## src/hdl/wrv_pkg.sv

```systemverilog
// Package for the weighted running variance block: widths, state codes, command struct.
// No dependencies.
`default_nettype none
package wrv_pkg;
  localparam int unsigned DataW      = 64;
  localparam int unsigned IdxW       = 4;
  localparam int unsigned ScaleW     = 32;
  localparam int unsigned MulDigW    = 16;
  localparam int unsigned DefCounters = 16;
  localparam logic [DataW-1:0] AllOnes = {DataW{1'b1}};

  typedef enum logic [3:0] {
    ST_IDLE, ST_READ, ST_LATCH, ST_CHECK, ST_SCALE, ST_RATE, ST_MEAN, ST_D1, ST_D2,
    ST_VAR, ST_SQRT, ST_UNC, ST_OUT
  } wrv_state_t;

  typedef struct packed {
    logic load;       // capture input transaction
    logic rd;         // register table entry
    logic latch;      // take entry into working registers
    logic mul_start;  // launch a multiplication
    logic [1:0] mul_sel;
    logic div_start;  // launch a division
    logic [1:0] div_sel;
    logic upd;        // update total and weight
    logic set_rate;
    logic set_mean;
    logic set_acc;
    logic set_var;
    logic sqrt_start;
    logic set_unc;
    logic wr;         // write entry back
    logic out_load;
  } wrv_cmd_t;

  typedef struct packed {
    logic div_done;
    logic mul_done;
    logic sqrt_done;
    logic bad_idx;
    logic pinned;
    logic zero_time;
  } wrv_sts_t;

  localparam logic [1:0] DIV_RATE = 2'd0;
  localparam logic [1:0] DIV_MEAN = 2'd1;
  localparam logic [1:0] DIV_VAR  = 2'd2;

  localparam logic [1:0] MUL_SCALE = 2'd0;
  localparam logic [1:0] MUL_D1    = 2'd1;
  localparam logic [1:0] MUL_D2    = 2'd2;
  localparam logic [1:0] MUL_UNC   = 2'd3;
endpackage
`default_nettype wire

```

## src/hdl/wrv_ctrl.sv

```systemverilog
// Sequencer for one statistics update: reads entry, runs multiplications, divisions and square root, writes back.
// Depends on wrv_pkg.
`default_nettype none
module wrv_ctrl
  import wrv_pkg::*;
(
  input  wire logic clk,
  input  wire logic rst_n,
  input  wire logic in_fire,
  input  wire logic out_free,
  input  wire wrv_sts_t sts,
  output wrv_cmd_t  cmd,
  output logic      busy
);
  wrv_state_t state_r, state_nxt;

  always_ff @(posedge clk) begin
    if (!rst_n) begin
      state_r <= ST_IDLE;
    end else begin
      state_r <= state_nxt;
    end
  end

  always_comb begin
    state_nxt = state_r;
    cmd = '0;
    busy = (state_r != ST_IDLE);
    unique case (state_r)
      ST_IDLE: begin
        if (in_fire) begin
          cmd.load = 1'b1;
          state_nxt = ST_READ;
        end
      end
      ST_READ: begin
        cmd.rd = 1'b1;
        state_nxt = ST_LATCH;
      end
      ST_LATCH: begin
        cmd.latch = 1'b1;
        state_nxt = ST_CHECK;
      end
      ST_CHECK: begin
        if (sts.bad_idx || sts.zero_time || sts.pinned) begin
          cmd.sqrt_start = 1'b1;
          state_nxt = ST_SQRT;
        end else begin
          cmd.mul_start = 1'b1;
          cmd.mul_sel = MUL_SCALE;
          state_nxt = ST_SCALE;
        end
      end
      ST_SCALE: begin
        if (sts.mul_done) begin
          cmd.div_start = 1'b1;
          cmd.div_sel = DIV_RATE;
          cmd.upd = 1'b1;
          state_nxt = ST_RATE;
        end
      end
      ST_RATE: begin
        if (sts.div_done) begin
          cmd.set_rate = 1'b1;
          cmd.div_start = 1'b1;
          cmd.div_sel = DIV_MEAN;
          state_nxt = ST_MEAN;
        end
      end
      ST_MEAN: begin
        if (sts.div_done) begin
          cmd.set_mean = 1'b1;
          cmd.mul_start = 1'b1;
          cmd.mul_sel = MUL_D1;
          state_nxt = ST_D1;
        end
      end
      ST_D1: begin
        if (sts.mul_done) begin
          cmd.mul_start = 1'b1;
          cmd.mul_sel = MUL_D2;
          state_nxt = ST_D2;
        end
      end
      ST_D2: begin
        if (sts.mul_done) begin
          cmd.set_acc = 1'b1;
          cmd.div_start = 1'b1;
          cmd.div_sel = DIV_VAR;
          state_nxt = ST_VAR;
        end
      end
      ST_VAR: begin
        if (sts.div_done) begin
          cmd.set_var = 1'b1;
          cmd.sqrt_start = 1'b1;
          state_nxt = ST_SQRT;
        end
      end
      ST_SQRT: begin
        if (sts.sqrt_done) begin
          cmd.mul_start = 1'b1;
          cmd.mul_sel = MUL_UNC;
          state_nxt = ST_UNC;
        end
      end
      ST_UNC: begin
        if (sts.mul_done) begin
          cmd.set_unc = 1'b1;
          cmd.wr = 1'b1;
          state_nxt = ST_OUT;
        end
      end
      ST_OUT: begin
        if (out_free) begin
          cmd.out_load = 1'b1;
          state_nxt = ST_IDLE;
        end
      end
      default: state_nxt = ST_IDLE;
    endcase
  end
endmodule
`default_nettype wire

```

## config.mk

```make
export PLATFORM = sky130hd
export DESIGN_NAME = wrv_ctrl
export DESIGN_NICKNAME = d
export VERILOG_FILES = /design/src/hdl/wrv_pkg.sv /design/src/hdl/wrv_ctrl.sv
export SDC_FILE = /design/constraint.sdc
export NUM_CORES = 1
export LEC_CHECK = 0
export BUFFER_PORTS_ARGS = -buffer_cell sky130_fd_sc_hd__buf_2
export CAP_MARGIN = 5
export CORE_AREA = 2 2 39 41
export CTS_BUF_LIST = sky130_fd_sc_hd__clkbuf_8
export DETAILED_ROUTE_END_ITERATION = 7
export DIE_AREA = 0 0 41 43
export PLACE_DENSITY_LB_ADDON = 0.1
export SYNTH_ARGS = -nofsm -noshare
export SYNTH_HDL_FRONTEND = slang
export SYNTH_SLANG_ARGS = --single-unit
```

## constraint.sdc

```tcl
create_clock -name clk -period 1.71 [get_ports clk]
set_input_delay 0.0855 -clock clk [delete_from_list [all_inputs] [get_ports clk]]
set_output_delay 0.0855 -clock clk [all_outputs]
set_load 0.02 [all_outputs]
```

Yosys cells after proc, flatten, opt, wreduce, memory -nomap -nowiden
Index checks and enable logic that the tools add are counted.
- eq/ne operators: 22
- mux-type cells: 37
- reductions and logical operators: 5
- operators with widths (cell ; count):
    $pmux W4 S13 ; 1
    $mux W4 ; 12
    $eq A4 B4 Y1 const B ; 5
    $ne A2 B2 Y1 const B ; 10
    $eq A4 B3 Y1 const B ; 4
    $mux W1 ; 14
    $mux W3 ; 4
    $pmux W3 S4 ; 1
    $reduce_and A10 Y1 ; 1
    $pmux W3 S3 ; 1
    $eq A4 B2 Y1 const B ; 2
    $mux W2 ; 3
    $eq A4 B1 Y1 const B ; 1
    $logic_not A4 Y1 ; 1
    $reduce_bool A4 Y1 ; 1
    $logic_or A1 B1 Y1 ; 2
    $pmux W1 S2 ; 1
- flip-flop bits (word level): 4
- input port bits: 10
- output and inout port bits: 19
- logic and storage cells: 65

Logic depth before layout (Yosys ltp)
Gate-level depths: netlist of run 1.
- depth in word-level cells: 4
- depth in mapped cells: 5
- depth with buffers taken out: 4

Least setup slack after synthesis of run 1
OpenSTA, ideal clock, no wires.
- path type: reg2out
- start: reg state_r[2]
- end: out cmd[0] (netlist bit)
- data arrival time: 1.620 ns
- data required time: 1.624 ns
- path slack: 0.004 ns
- cell stages (with the launch flop): 5
- path buffers: 2
- cells stage by stage: dfxtp_1 -> buf_2 -> clkbuf_1 -> nand2_1 -> nor4b_1
- RTL lines (what ; RTL line ; RTL):
    start, declared ; wrv_ctrl.sv:15 ; wrv_state_t state_r, state_nxt;
    start signal, assigned ; wrv_ctrl.sv:21 ; state_r <= state_nxt;
    end, declared ; wrv_ctrl.sv:12 ; output wrv_cmd_t cmd,

==> results of run 1 <==
==> layout make-up <==
class,instances,area (um^2),area share
Inverter,2,7.51,0.0102
Tap cell,16,20.0,0.0272
Sequential cell,4,83.8,0.114
Clock buffer,3,41.3,0.0561
Timing Repair Buffer,30,155,0.211
Multi-Input combinational cell,64,428,0.582
==> worst max-delay path, stage by stage (launching register included) <==
cell and delay [ns]:
dfxtp_2 0.40, buf_4 0.18, nand4b_1 0.11, o21ai_0 0.08
and2_1 0.18, a31o_2 0.21, buf_2 0.15
==> power by group through the flow <==
stage / registers [uW] / clock network (uW) / logic [uW]
6_report: 148 / 193 / 209
5_1_grt: 154 / 206 / 235
4_1_cts: 148 / 204 / 207
3_5_place_dp: 148 / 0 / 207
3_3_place_gp: 146 / 0 / 206
2_1_floorplan: 119 / 0 / 171
==> cells in the final DEF, fill, tap and decap left out, drive strengths merged, types with 3 or more instances in the layout <==
master / n
buf: 30
nand4b: 3
nor3: 4
and2: 3
nand2: 7
clkbuf: 3
a31o: 3
and3: 5
mux2i: 3
o21ai: 5
dfxtp: 4
nor2: 7
nor3b: 3
==> worst min-delay path by stage <==
stage                              end  slack [ns]  cells after the start
2_1_floorplan  state_r[3]$_SDFFE_PN0P_        0.22                      1
5_1_grt        state_r[3]$_SDFFE_PN0P_        0.17                      2
3_5_place_dp   state_r[3]$_SDFFE_PN0P_        0.39                      2
6_report       state_r[3]$_SDFFE_PN0P_        0.16                      2
3_3_place_gp   state_r[3]$_SDFFE_PN0P_        0.38                      2
4_1_cts        state_r[3]$_SDFFE_PN0P_        0.15                      2
==> per-layer routing <==
layer / wire length, um / vias up / global-route usage
met2: 735 / 14 / 0.288
met3: 43 / 0 / 0.0157
met4: 0 / 0 / 0.0800
li1: - / 337 / -
met1: 682 / 292 / 0.253
met5: 0 / - / 0
==> cells in the mapped netlist, drive strengths merged <==
cell / instances / share of area
a21oi: 1 / 0.0091
a31o: 3 / 0.048
a31oi: 1 / 0.011
and2: 3 / 0.034
and3: 5 / 0.057
and3b: 1 / 0.016
buf: 6 / 0.064
clkbuf: 2 / 0.014
dfxtp: 4 / 0.15
inv: 2 / 0.014
mux2i: 3 / 0.055
nand2: 7 / 0.048
nand2b: 2 / 0.023
nand3: 1 / 0.0091
nand3b: 2 / 0.027
nand4: 1 / 0.011
nand4b: 3 / 0.048
nor2: 7 / 0.048
nor2b: 2 / 0.023
nor3: 4 / 0.036
nor3b: 3 / 0.041
nor4b: 2 / 0.043
o2111ai: 2 / 0.032
o211a: 1 / 0.018
o21ai: 5 / 0.046
o2bb2ai: 1 / 0.016
or3: 2 / 0.032
xnor2: 1 / 0.016
xor2: 1 / 0.016
==> kinds of logic (layout without fill, tap and decap cells) <==
kind of cell              count (synthesis)  in the layout
buffers and inverters                    10             35
xor gates and xnor gates                  2              2
muxes                                     3              3
DFF                                       4              4
AOI/OAI and AO/OA                        14             14
and+or+nand+nor                          45             45
==> stage by stage <==
| stage | utilization | setup slack, ns | std cells | total power, uW | cell area [um^2] |
|---|---|---|---|---|---|
| floorplan | - | 0.00441 | 78 | 290 | 549 |
| CTS | 0.524 | 0.0652 | 119 | 559 | 726 |
| global placement | 0.493 | 0.167 | 116 | 353 | 682 |
| finish | 0.532 | 0.103 | 119 | 550 | 736 |
| detailed placement | 0.493 | 0.133 | 116 | 355 | 682 |
| global route | 0.532 | 0.0198 | 119 | 595 | 736 |
==> repair_timing <==
item                                    CTS  global route
cloned                                    0             0
endpoints found under the setup margin    2             1
resized for setup                         2             2
==> impl_metrics.py, run 1 <==
metrics = {
    "cts": {
        "path_clk_slew_ns": 0.03,
        "htreeDepth": 1,
        "clock_sink_count": 4,
        "post_cts_buffers": 0,
        "clock_latency_ns": 0.21,
        "ctsLongestPathBuffers": 2,
        "cts_root_buf": "clkbuf_8",
        "numCtsBuffers": 3,
        "cts_tree": "done",
        "hold_buffers": 0,
    },
    "grt": {
        "grtUsageTotal": 0.187,
        "antenna_found_initial": 0,
        "grt_pass1_vias": 509,
        "gr-total-overflow": 0,
        "grt_pass1_wl_mm": 2.27,
        "grt_max_degree": 17,
    },
    "synth": {
        "synth_top_family_by_area": "simple AND/OR/NAND/NOR gates",
        "synth-xor-area-share": 0.0319,
        "synth_mux_area_frac": 0.0547,
        "synth_area_um2": 549,
        "synth_simple_gate_area_frac": 0.497,
        "syn_nets": 88,
        "ys_ff_latch": 4,
        "ys_seq_area_frac": 0.146,
        "synth_compound_area_frac": 0.180,
        "yosys.area_share.adder": 0,
        "synth_cell_types": 33,
        "syn_area_per_cell_um2": 7.04,
        "yosysWarnings": 0,
        "synthCells": 78,
    },
    "floorplan": {
        "dieArea_mm2": 0.00176,
        "die_height_um": 43,
        "ios": 29,
        "die_w_um": 41,
        "initial_core_util": 0.397,
        "coreArea_mm2": 0.00138,
        "num_rows": 14,
    },
    "power_and_ir_drop": {
        "p_per_area_mw_per_mm2": 748,
        "power.leakage_uw": 0.000366,
        "clockPowerShare": 0.352,
        "peakVddDrop_v": 0.000560,
        "power_switching_uw": 206,
        "internal-power_uw": 344,
        "pwr-share-comb": 0.380,
        "p_sw_frac": 0.374,
        "seq_power_share": 0.268,
    },
    "setup_path": {
        "cp-start-kind": "register",
        "end_kind": "primary output",
        "worstSetupPathType": "reg -> out",
        "setup.worst_path.end": "cmd[14]",
        "startpoint": "state_r[3]$_SDFFE_PN0P_",
        "rr_startpoint": "state_r[1]$_SDFFE_PN0P_",
        "crit_required_ns": 1.62,
        "r2r_cells": 4,
        "worstReg2RegEnd": "state_r[3]$_SDFFE_PN0P_",
        "cp_max_fo": 9,
        "reg2reg_slack_ns": 0.18,
        "arrival_ns": 1.52,
    },
    "routing": {
        "vias_per_cell": 5.40,
        "vias": 643,
        "drcViolationCount": 0,
        "first_iter_violations": 8,
        "wl_per_cell_um": 12.3,
        "dr.pass1.iters": 2,
        "wl_mm": 1.46,
        "ant_nets": 0,
    },
    "worst_hold_path": {
        "hold_class": "in -> reg",
        "min_from": "rst_n",
    },
    "cells_and_area": {
        "largest_reg_flops": 4,
        "drive_gt1_frac": 0.388,
        "reg_top3": "state_r (4)",
        "diodes": 0,
        "n_fill_cell": 151,
        "layout.nets": 115,
        "largest-register": "state_r",
        "area_growth_pct": 33.9,
    },
    "sta": {
        "timing.final.crit_share": 0.940,
        "finalHoldViolCount": 0,
        "setup_viol": 0,
        "period_needed_ns": 1.61,
        "clock.fmax_ghz": 0.622,
        "tightestPinTransition_ns": 0.423,
        "fin_hold_ws_ns": 0.157,
        "rsz0062_at_grt": "no",
        "slew_headroom": 0.717,
        "fin_setup_tns_ns": 0,
        "slew_viol_final": 0,
        "clock_skew_ns": 0.000123,
    },
    "placement": {
        "place_congestion": 0.841,
        "dp_hpwl_mm": 1.12,
        "io_buffers": 28,
    },
    "run_status": {
        "status": "complete, no violations",
    },
    "run": {
        "max-cap-violations": 0,
    },
}
Note: power is estimated with default switching activity, not from simulation.
==> run 2, diff against run 1 <==
--- a/config.mk
+++ b/config.mk
@@ -5,6 +5,7 @@
 export SDC_FILE = /design/constraint.sdc
 export NUM_CORES = 1
 export LEC_CHECK = 0
+export ABC_AREA = 1
 export BUFFER_PORTS_ARGS = -buffer_cell sky130_fd_sc_hd__buf_2
 export CAP_MARGIN = 5
 export CORE_AREA = 2 2 39 41
==> run 2 against run 1 <==
Compared with the run above: non-clock buffer count down 2; synthesized cell count rose by 38%; critical path depth rose by 3; clock power about the same; fmax increased by 5.7%; hold slack got worse by 0.031 ns; critical endpoint unchanged.
==> impl_metrics.py, run 2 <==
metrics = {
    "floorplan": {
        "die_height_um": 43,
        "coreArea_mm2": 0.00138,
        "dieArea_mm2": 0.00176,
        "ios": 29,
        "die_w_um": 41,
        "num_rows": 14,
        "initial_core_util": 0.423,
    },
    "cts": {
        "path_clk_slew_ns": 0.03,
        "cts_root_buf": "clkbuf_8",
        "cts_tree": "done",
        "htreeDepth": 1,
        "ctsLongestPathBuffers": 2,
        "numCtsBuffers": 3,
        "clock_latency_ns": 0.21,
        "clock_sink_count": 4,
        "hold_buffers": 0,
    },
    "setup_path": {
        "cp_max_fo": 4,
        "r2r_cells": 9,
        "crit_required_ns": 1.62,
        "setup.worst_path.end": "cmd[14]",
        "startpoint": "state_r[1]$_SDFFE_PN0P_",
        "worstReg2RegEnd": "state_r[3]$_SDFFE_PN0P_",
        "reg2reg_slack_ns": 0.39,
        "cp-start-kind": "register",
        "rr_startpoint": "state_r[3]$_SDFFE_PN0P_",
        "worstSetupPathType": "reg -> out",
        "arrival_ns": 1.43,
        "end_kind": "primary output",
    },
    "grt": {
        "grt_max_degree": 9,
        "grt_pass1_vias": 532,
        "grt_pass1_wl_mm": 2.06,
        "antenna_found_initial": 0,
        "gr-total-overflow": 0,
        "grtUsageTotal": 0.174,
    },
    "routing": {
        "wl_per_cell_um": 8.88,
        "vias": 721,
        "wl_mm": 1.36,
        "vias_per_cell": 4.71,
        "ant_nets": 0,
        "first_iter_violations": 15,
        "dr.pass1.iters": 4,
        "drcViolationCount": 0,
    },
    "synth": {
        "ys_seq_area_frac": 0.137,
        "yosysWarnings": 0,
        "syn_area_per_cell_um2": 5.42,
        "yosysTopAreaCellShare": 0.154,
        "synth_area_um2": 586,
        "yosysMostFrequentCell": "nand2_1",
        "ys_ff_latch": 4,
        "synth_ff_type": "dfxtp_1",
        "yosys.area.top_type": "nand2_1",
        "syn_nets": 118,
        "synth-async-reset-ratio": 0,
        "synthCells": 108,
        "synth_cell_types": 17,
        "synth_common_cells": "nand2_1 (24), nor2_1 (19), inv_1 (15), inv_2 (9), nand3_1 (9)",
        "synth_edf_count": 0,
        "netlist_top_cells_area": "nand2_1 (15%), dfxtp_1 (14%), nor2_1 (12%)",
    },
    "power_and_ir_drop": {
        "p_per_area_mw_per_mm2": 1450,
        "power.leakage_uw": 0.000506,
        "peakVddDrop_v": 0.000799,
    },
    "sta": {
        "finalHoldViolCount": 0,
        "slew_headroom": 0.827,
        "fin_setup_tns_ns": 0,
        "setup_viol": 0,
        "rsz0062_at_grt": "no",
        "timing.final.crit_share": 0.889,
        "clock.fmax_ghz": 0.658,
        "slew_viol_final": 0,
        "clock_skew_ns": 0.000659,
        "fin_ws_ns": 0.190,
        "period_needed_ns": 1.52,
        "tightestPinTransition_ns": 0.259,
    },
    "cells_and_area": {
        "layout_common_cells": "buf_2 (28), nand2_1 (24), nor2_1 (19)",
        "final_common_cell": "buf_2",
        "largest_reg_flops": 4,
        "area_growth_pct": 32.1,
        "n_fill_cell": 163,
        "reg_top3": "state_r (4)",
        "layout.nets": 149,
        "largest-register": "state_r",
        "drive_gt1_frac": 0.423,
        "diodes": 0,
    },
    "worst_hold_path": {
        "hold_class": "in -> reg",
        "hold_depth": 3,
    },
    "placement": {
        "place_ws_ns": 0.354,
        "io_buffers": 28,
        "dp_hpwl_mm": 1.16,
        "place_congestion": 0.836,
    },
    "run": {
        "max-cap-violations": 0,
    },
    "run_status": {
        "status": "complete, no violations",
    },
}
-- run 2: cell types whose count changed in the layout (fill, tap and decap cells not counted), sizes merged, moves of 3 or more --
cell	change
and2	-3
a31o	-3
nand3	+11
nor2	+21
nand4	+3
inv	+22
nand4b	-3
nor3b	-3
o21ai	-4
mux2i	-3
nand2	+21
and3	-5
-- run 2: stage by stage --
| step | utilization | cells | hold WS, ns | power (uW) | instance area, um^2 |
|---|---|---|---|---|---|
| 2_1_floorplan | - | 108 | 0.207 | 758 | 586 |
| 3_3_place_gp | 0.528 | 150 | 0.351 | 929 | 731 |
| 3_5_place_dp | 0.528 | 150 | 0.351 | 930 | 731 |
| 4_1_cts | 0.558 | 153 | 0.123 | 1140 | 772 |
| 5_1_grt | 0.559 | 153 | 0.135 | 1230 | 773 |
| 6_report | 0.559 | 153 | 0.126 | 1120 | 773 |
-- run 2: how the worst min path moves through the flow --
stage | start | to
final | rst_n | state_r[0]$_SDFFE_PN0P_
after global routing | rst_n | state_r[0]$_SDFFE_PN0P_
after CTS | rst_n | state_r[0]$_SDFFE_PN0P_
after detailed placement | rst_n | state_r[0]$_SDFFE_PN0P_
after global placement | rst_n | state_r[0]$_SDFFE_PN0P_
after floorplan | rst_n | state_r[0]$_SDFFE_PN0P_
-- run 2: per-layer routing --
layer / part of all wire / routed length, um / GRT usage
met2: 0.47 / 643 / 0.263
met5: 0 / 0 / 0
met1: 0.45 / 612 / 0.209
met4: 0.010 / 14 / 0.100
met3: 0.065 / 89 / 0.0471
-- run 2: cell families (layout without fill, tap and decap cells) --
group / Yosys count / count (layout) / share of synthesized area
buffers and inverters: 27 / 56 / 0.188
AND/OR/NAND/NOR: 74 / 74 / 0.641
flip-flops: 4 / 4 / 0.137
AO/OA/AOI/OAI: 3 / 3 / 0.0342
-- run 2: final cells by class --
cell class / count / area (um^2) / area share
multi-input cells: 77 / 395 / 0.511
repair buffers: 28 / 140 / 0.181
inverters: 25 / 95.1 / 0.123
flip-flops and latches: 4 / 81.3 / 0.105
clock buffers: 3 / 41.3 / 0.0534
well taps: 16 / 20.0 / 0.0259
-- run 2: repair_timing --
action	4_1_cts	5_1_grt
buffers inserted	0	0
setup endpoints to repair	0	1
gates resized for setup	0	1
-- run 2: worst max-delay path, cell delays in order (launching register included) --
cell	delay (ns)
dfxtp_1	0.38
inv_2	0.07
nor2_1	0.18
inv_1	0.08
nor2_1	0.12
inv_2	0.04
nor2_2	0.09
inv_2	0.04
nand4_1	0.05
buf_2	0.16
-- run 2: power by group --
part | switching, uW | internal, uW | total (uW)
sequential | 47.0 | 131 | 178
clock | 44.5 | 150 | 194
combinational | 506 | 244 | 750
total | 597 | 525 | 1120
